<file path="src/rtl/spc2d_pkg.sv">
package spc2d_pkg;

   localparam logic OP_COEF = 1'b0;
   localparam logic OP_PIXEL = 1'b1;

   localparam logic [1:0] REG_IMAGE = 2'd0;
   localparam logic [1:0] REG_KERNEL = 2'd1;
   localparam logic [1:0] REG_PAD = 2'd2;
   localparam logic [1:0] REG_STEP = 2'd3;

   localparam int SUM_WIDTH = 38;
   localparam int POS_WIDTH = 7;

   typedef struct packed {
      logic [POS_WIDTH-1:0] out_row;
      logic [POS_WIDTH-1:0] out_col;
      logic                 last;
   } tag_type;

endpackage

</file>
<file path="src/rtl/spc2d_front.sv">
module spc2d_front #(
   parameter int MAX_IMAGE = 64,
   parameter int MAX_KERNEL = 7,
   parameter int MAX_PAD = 3,
   parameter int PIXEL_WIDTH = 16
) (
   input  logic                          clock,
   input  logic                          reset,
   input  logic                          csr_valid,
   output logic                          csr_ready,
   input  logic [1:0]                    csr_index,
   input  logic [6:0]                    csr_data,
   input  logic                          req_valid,
   output logic                          req_ready,
   input  logic                          req_opcode,
   input  logic [5:0]                    req_coef_index,
   input  logic signed [PIXEL_WIDTH-1:0] req_value,
   output logic                          q_valid,
   input  logic                          q_ready,
   output logic signed [PIXEL_WIDTH-1:0] q_pixel,
   output logic                          q_fire,
   output logic [$clog2(MAX_IMAGE+2*MAX_PAD)-1:0] q_col,
   output logic [$clog2(MAX_KERNEL)-1:0] q_slot,
   output spc2d_pkg::tag_type            q_tag,
   output logic [3:0]                    k_eff,
   output logic                          coef_we,
   output logic [$clog2(MAX_KERNEL*MAX_KERNEL+1)-1:0] coef_addr,
   output logic signed [PIXEL_WIDTH-1:0] coef_data
);
   localparam int SIDE = MAX_IMAGE + 2 * MAX_PAD;
   localparam int CW = $clog2(SIDE);
   localparam int SW = $clog2(MAX_KERNEL);
   localparam int NC = MAX_KERNEL * MAX_KERNEL;
   localparam int AW = $clog2(NC + 1);

   logic [6:0] image_ff, image_in;
   logic [2:0] kernel_ff, kernel_in;
   logic [1:0] pad_ff, pad_in;
   logic [2:0] step_ff, step_in;
   logic [CW-1:0] row_ff, row_in, col_ff, col_in;
   logic [SW-1:0] slot_ff, slot_in;
   logic [2:0] rmod_ff, rmod_in, cmod_ff, cmod_in;
   logic [6:0] orow_ff, orow_in, ocol_ff, ocol_in;

   logic [7:0] n, side, m, p;
   logic [2:0] s;
   logic take_pix, rdone, cdone, border;
   logic [7:0] r8, c8;

   always_comb begin
      n = (image_ff == 7'd0) ? 8'd1 : ((32'(image_ff) > MAX_IMAGE) ? 8'(MAX_IMAGE) : 8'(image_ff));
      m = (kernel_ff == 3'd0) ? 8'd1 :
          ((32'(kernel_ff) > MAX_KERNEL) ? 8'(MAX_KERNEL) : 8'(kernel_ff));
      p = (32'(pad_ff) > MAX_PAD) ? 8'(MAX_PAD) : 8'(pad_ff);
      s = (step_ff == 3'd0) ? 3'd1 : step_ff;
      side = n + (p << 1);
      r8 = 8'(row_ff);
      c8 = 8'(col_ff);
   end

   assign csr_ready = 1'b1;
   assign req_ready = !req_valid || req_opcode == spc2d_pkg::OP_COEF || q_ready;
   assign take_pix = req_valid && req_ready && req_opcode == spc2d_pkg::OP_PIXEL;
   assign rdone = (r8 + 8'd1 >= m);
   assign cdone = (c8 + 8'd1 >= m);
   assign border = r8 < p || c8 < p || r8 >= p + n || c8 >= p + n;

   assign q_valid = take_pix;
   assign q_pixel = border ? '0 : req_value;
   assign q_col = col_ff;
   assign q_slot = slot_ff;
   assign q_fire = rdone && cdone && rmod_ff == 3'd0 && cmod_ff == 3'd0;
   assign q_tag.out_row = orow_ff;
   assign q_tag.out_col = ocol_ff;
   // A window on the stride grid is the last one when no further step fits.
   assign q_tag.last = (r8 + 8'd1 + 8'(s) > side) && (c8 + 8'd1 + 8'(s) > side);
   assign k_eff = 4'(m);
   assign coef_we = req_valid && req_ready && req_opcode == spc2d_pkg::OP_COEF
                    && 32'(req_coef_index) < NC;
   assign coef_addr = AW'(req_coef_index);
   assign coef_data = req_value;

   always_comb begin
      image_in = image_ff;
      kernel_in = kernel_ff;
      pad_in = pad_ff;
      step_in = step_ff;
      row_in = row_ff;
      col_in = col_ff;
      slot_in = slot_ff;
      rmod_in = rmod_ff;
      cmod_in = cmod_ff;
      orow_in = orow_ff;
      ocol_in = ocol_ff;
      if (csr_valid) begin
         unique case (csr_index)
            spc2d_pkg::REG_IMAGE: image_in = csr_data;
            spc2d_pkg::REG_KERNEL: kernel_in = csr_data[2:0];
            spc2d_pkg::REG_PAD: pad_in = csr_data[1:0];
            default: step_in = csr_data[2:0];
         endcase
         row_in = '0;
         col_in = '0;
         slot_in = '0;
         rmod_in = '0;
         cmod_in = '0;
         orow_in = '0;
         ocol_in = '0;
      end else if (take_pix) begin
         if (cdone) begin
            cmod_in = (cmod_ff + 3'd1 == s) ? 3'd0 : cmod_ff + 3'd1;
            if (cmod_ff == 3'd0) ocol_in = ocol_ff + 7'd1;
         end
         if (c8 + 8'd1 >= side) begin
            col_in = '0;
            cmod_in = '0;
            ocol_in = '0;
            if (rdone) begin
               rmod_in = (rmod_ff + 3'd1 == s) ? 3'd0 : rmod_ff + 3'd1;
               if (rmod_ff == 3'd0) orow_in = orow_ff + 7'd1;
            end
            slot_in = (32'(slot_ff) == MAX_KERNEL - 1) ? '0 : slot_ff + SW'(1);
            if (r8 + 8'd1 >= side) begin
               row_in = '0;
               slot_in = '0;
               rmod_in = '0;
               orow_in = '0;
            end else begin
               row_in = row_ff + CW'(1);
            end
         end else begin
            col_in = col_ff + CW'(1);
         end
      end
   end

   always_ff @(posedge clock) begin
      if (reset) begin
         image_ff <= 7'd64;
         kernel_ff <= 3'd3;
         pad_ff <= 2'd0;
         step_ff <= 3'd1;
         row_ff <= '0;
         col_ff <= '0;
         slot_ff <= '0;
         rmod_ff <= '0;
         cmod_ff <= '0;
         orow_ff <= '0;
         ocol_ff <= '0;
      end else begin
         image_ff <= image_in;
         kernel_ff <= kernel_in;
         pad_ff <= pad_in;
         step_ff <= step_in;
         row_ff <= row_in;
         col_ff <= col_in;
         slot_ff <= slot_in;
         rmod_ff <= rmod_in;
         cmod_ff <= cmod_in;
         orow_ff <= orow_in;
         ocol_ff <= ocol_in;
      end
   end

   assert property (@(posedge clock) disable iff (reset) q_valid |-> !coef_we)
      else $error("Pixel and coefficient beat taken together.");
   assert property (@(posedge clock) disable iff (reset)
      take_pix && !csr_valid && 8'(col_ff) + 8'd1 < side |=> col_ff == $past(col_ff) + CW'(1))
      else $error("Column did not advance.");
   assert property (@(posedge clock) disable iff (reset) 32'(slot_ff) < MAX_KERNEL)
      else $error("Line slot out of range.");
endmodule

</file>
<file path="config.mk">
export PLATFORM = sky130hd
export DESIGN_NAME = spc2d_front
export DESIGN_NICKNAME = d
export VERILOG_FILES = /design/src/rtl/spc2d_pkg.sv /design/src/rtl/spc2d_front.sv
export SDC_FILE = /design/constraint.sdc
export NUM_CORES = 1
export LEC_CHECK = 0
export ABC_AREA = 1
export BUFFER_PORTS_ARGS = -buffer_cell sky130_fd_sc_hd__buf_2
export CELL_PAD_IN_SITES_DETAIL_PLACEMENT = 2
export CELL_PAD_IN_SITES_GLOBAL_PLACEMENT = 2
export CORE_MARGIN = 1
export CORE_UTILIZATION = 32
export DETAILED_ROUTE_END_ITERATION = 12
export PLACE_DENSITY = 0.84
export REMOVE_ABC_BUFFERS = 1
export SLEW_MARGIN = 20
export SYNTH_ARGS = -nofsm -noshare
export SYNTH_HDL_FRONTEND = slang
export SYNTH_SLANG_ARGS = --single-unit
</file>
<file path="constraint.sdc">
create_clock -name clock -period 5.7 [get_ports clock]
set_input_delay 0.57 -clock clock [delete_from_list [all_inputs] [get_ports clock]]
set_output_delay 0.57 -clock clock [all_outputs]
set_load 0.02 [all_outputs]
</file>
==> metrics.md <==
| Metric | Value |
|---|---|
| Area grow syn2layout | 13.7% |
| Worst Skew | ~12 ps |
| DRT iter0 DRCs | 209 |
| Synth Area in XOR/XNOR | 0.0597 |
| Die ar. | ~16000 µm² |
| Placement Cell Area | 5520 µm² |
| Leakage Power | 0.00292 µW |
| Hold-fix buffers, CTS | 0 |
| Share of cells above drive strength 1 | 0.167 |
| Register-to-Register Path Depth | 20 |
| Synth Area in Adders | 0.174 |
| Routed wire length | 17800 µm |
| CP max FO | 16 |
| Cell Area, Synth | 4990 µm² |
| Rel. slew slack | 0.493 |
| Avg Inst Size Synth | 6.65 µm² |
| Worst Hold Endpoint | orow_ff[5] |
| Hold Crit Start | orow_ff[5] |
| Fin. max-slew vios | 0 |
| Outcome | finished, final reports clean |
| Setup total negative slack | 0 ps |
| Fmax | 208 MHz |
| FF+latch count, synth | 52 |
| Total gr overflow | 0 |
| Fin util | 0.373 |
| # DRC | 0 |
| Antenna Nets Post-Route | 0 |
| CTS tree | built |
| Crit Path Class | flip-flop to output port |
| Post-DP HPWL | 14800 µm |
| Setup crit start kind | flip-flop |
| Via count of the first global-routing pass | 5757 |
| Die X | between 100 and 150 µm |
| Final hold violation count | 0 |
| Clk slew on worst S/H paths | roughly 80 ps |
| Io pins | 109 |
| Clock Tree Buf Depth | 2 |
| Simple-gate share of the synthesized area | 0.289 |
| CP arrival | 4230 ps |
| Site Rows | 45 |
| Most common cell in the synthesized netlist | nand2_1 |
| Design area | between 5000 and 6000 µm² |
| Largest net degree at the start of global routing | 22 |
| Setup-failing EPs final | 0 |
| Slew @ Worst Pin | 754 ps |
| Cell Count, Final, Fillers Out | 1020 |
| Crit path required time | 5130 ps |
| Worst skew pair latency | ~310 ps |
| Nets | about 940 |
| Total number of vias | roughly 5200 |
| Core Region | 15200 µm² |
| # H-tree levels | 2 |
| Ys flop type | dfxtp_1 |
| Global-route wire length before repair | around 29000 µm |
| Vias per cell | 5.11 |
| CTS Sinks | 52 |
| Worst r2r src | image_ff[0] |
| Largest family of logic cells by synthesized area | simple AND/OR/NAND/NOR gates |
| Tot GR Track Use | 0.231 |
| DR WL/cell | 17.4 µm |
| Setup repair bufs after CTS | 0 |
| Post-synth top cells | 138 x nand2_1, 121 x inv_1, 95 x nor2_1 |
| Crit. End Element | output port |
| Cell variety after synth | 43 |
| Yosys top cell by area | dfxtp_1 |
| FF-to-FF setup slack | 1570 ps |
| RSZ-0062 raised after global routing | false |
| Worst vdd ir | 0.103 mV |
| RR Endpoint | cmod_ff[1] |
| Post-cts sizing count | 0 |
| Synth Warn # | 0 |
| Post-synthesis compound-gate area fraction | 0.119 |
| # diodes | 0 |
| Post-layout minimum cycle time | 4800 ps |
| Pwr dens | 169 nW/µm² |
| MaxCap Viol Count | 0 |
| Worst Hold Path Cells | 2 |
| Initial antenna violation count | 0 |
| Final Cycle Share | 0.842 |
| Fraction of registers with async set/reset | 0 |
| Initial Utilization | 0.328 |
| Ranking of synthesized cells by area | dfxtp_1 21%, ha_1 16%, nand2_1 10%, inv_1 9.1%, nor2_1 7.1% |
| Die Y | approximately 130 µm |
| Proportion of synthesized area in mux cells | 0 |
| WHS | between 400 and 500 ps |
| Mapped Cells | 750 |
| Sequential area share after synthesis | 0.209 |
| Min-delay worst type | flip-flop to flip-flop |
| Initial DRT Pass Iterations | 4 |
| Top cell type's share of synthesized area | 0.209 |
| Routability Congestion | 0.830 |
| CTS Buf Count | 5 |
| Post-synth EDFFs | 0 |
| Port bufs | 106 |
| Dpl cells | just over 1000 |
| CTS Root Cell | clkbuf_16 |
-- critical path: stages, from the launching register on --
cell      delay (ps)
dfxtp_1          330
nor2_1           190
nand3_2          140
o21ai_0          590
ha_1             310
fa_1             420
inv_1             90
ha_1             230
a21boi_0         140
o21a_1           180
o21ai_0          140
nand2_1           80
a21o_1           170
o21ai_0          160
inv_1             60
nand2_1           80
nand3_2          250
nor2_1           180
buf_2            180
-- cell families after synthesis --
logic type,count (synthesis)
flops,52
buf+inv,164
compound gates,102
fa+ha+maj,67
xor+xnor,34
other cells,2
simple gates,329
-- cell usage in the layout, fill, tap and decap left out, types with 12 or more instances in the layout --
master / n
nand2_1: 138
inv_1: 121
buf_2: 106
nor2_1: 95
ha_1: 63
nand3_1: 54
dfxtp_1: 52
a21oi_1: 38
o21ai_0: 31
xor2_1: 23
nand4_1: 12
-- how the worst max path moves through the flow --
stage	end	slack [ps]	from	depth (start not counted)
after floorplan	q_pixel[0]	1810	image_ff[2]	17
after global placement	q_pixel[5]	1420	image_ff[4]	18
after detailed placement	q_pixel[0]	1240	image_ff[4]	18
after CTS	q_pixel[0]	860	image_ff[0]	18
after global routing	q_pixel[10]	500	image_ff[0]	18
final	q_pixel[0]	900	image_ff[0]	18
-- per-stage QoR --
step	setup slack (ps)	total power (µW)
after floorplan	1810	533
after global placement	1420	620
after detailed placement	1240	640
after CTS	858	973
after global routing	505	1010
final	899	958
-- registers in the layout, indices dropped and copies added (netlist names) --
name       count
q_col          7
q_slot         3
step_ff        3
kernel_ff      3
row_ff         7
cmod_ff        3
image_ff       7
pad_ff         2
ocol_ff        7
orow_ff        7
rmod_ff        3
-- area by class of cell --
cell class                 instances  area, µm²
clock inverter                     3       25.0
fill                            1879       9530
timing repair buffer             108        546
multi-input combinational        538       3230
inverter                         126        473
clock buffer                       5        125
tap                              188        235
sequential                        52       1040
-- per-layer routing --
metal | GRT usage | wire length [µm] | up-vias
li1 | - | - | 2539
met1 | 0.269 | 7800 | 2544
met2 | 0.436 | 9120 | 113
met3 | 0.0321 | 595 | 15
met4 | 0.0686 | 276 | 0
met5 | 0 | 0 | -
-- report_power, final --
part | leakage, µW | internal (µW) | switching [µW] | total, µW
Combinational | 0.00243 | 85.5 | 170 | 255
Clock | 0.0000708 | 167 | 159 | 326
Sequential | 0.000421 | 369 | 7.60 | 377
No activity file was read; power rests on OpenSTA's default activity.
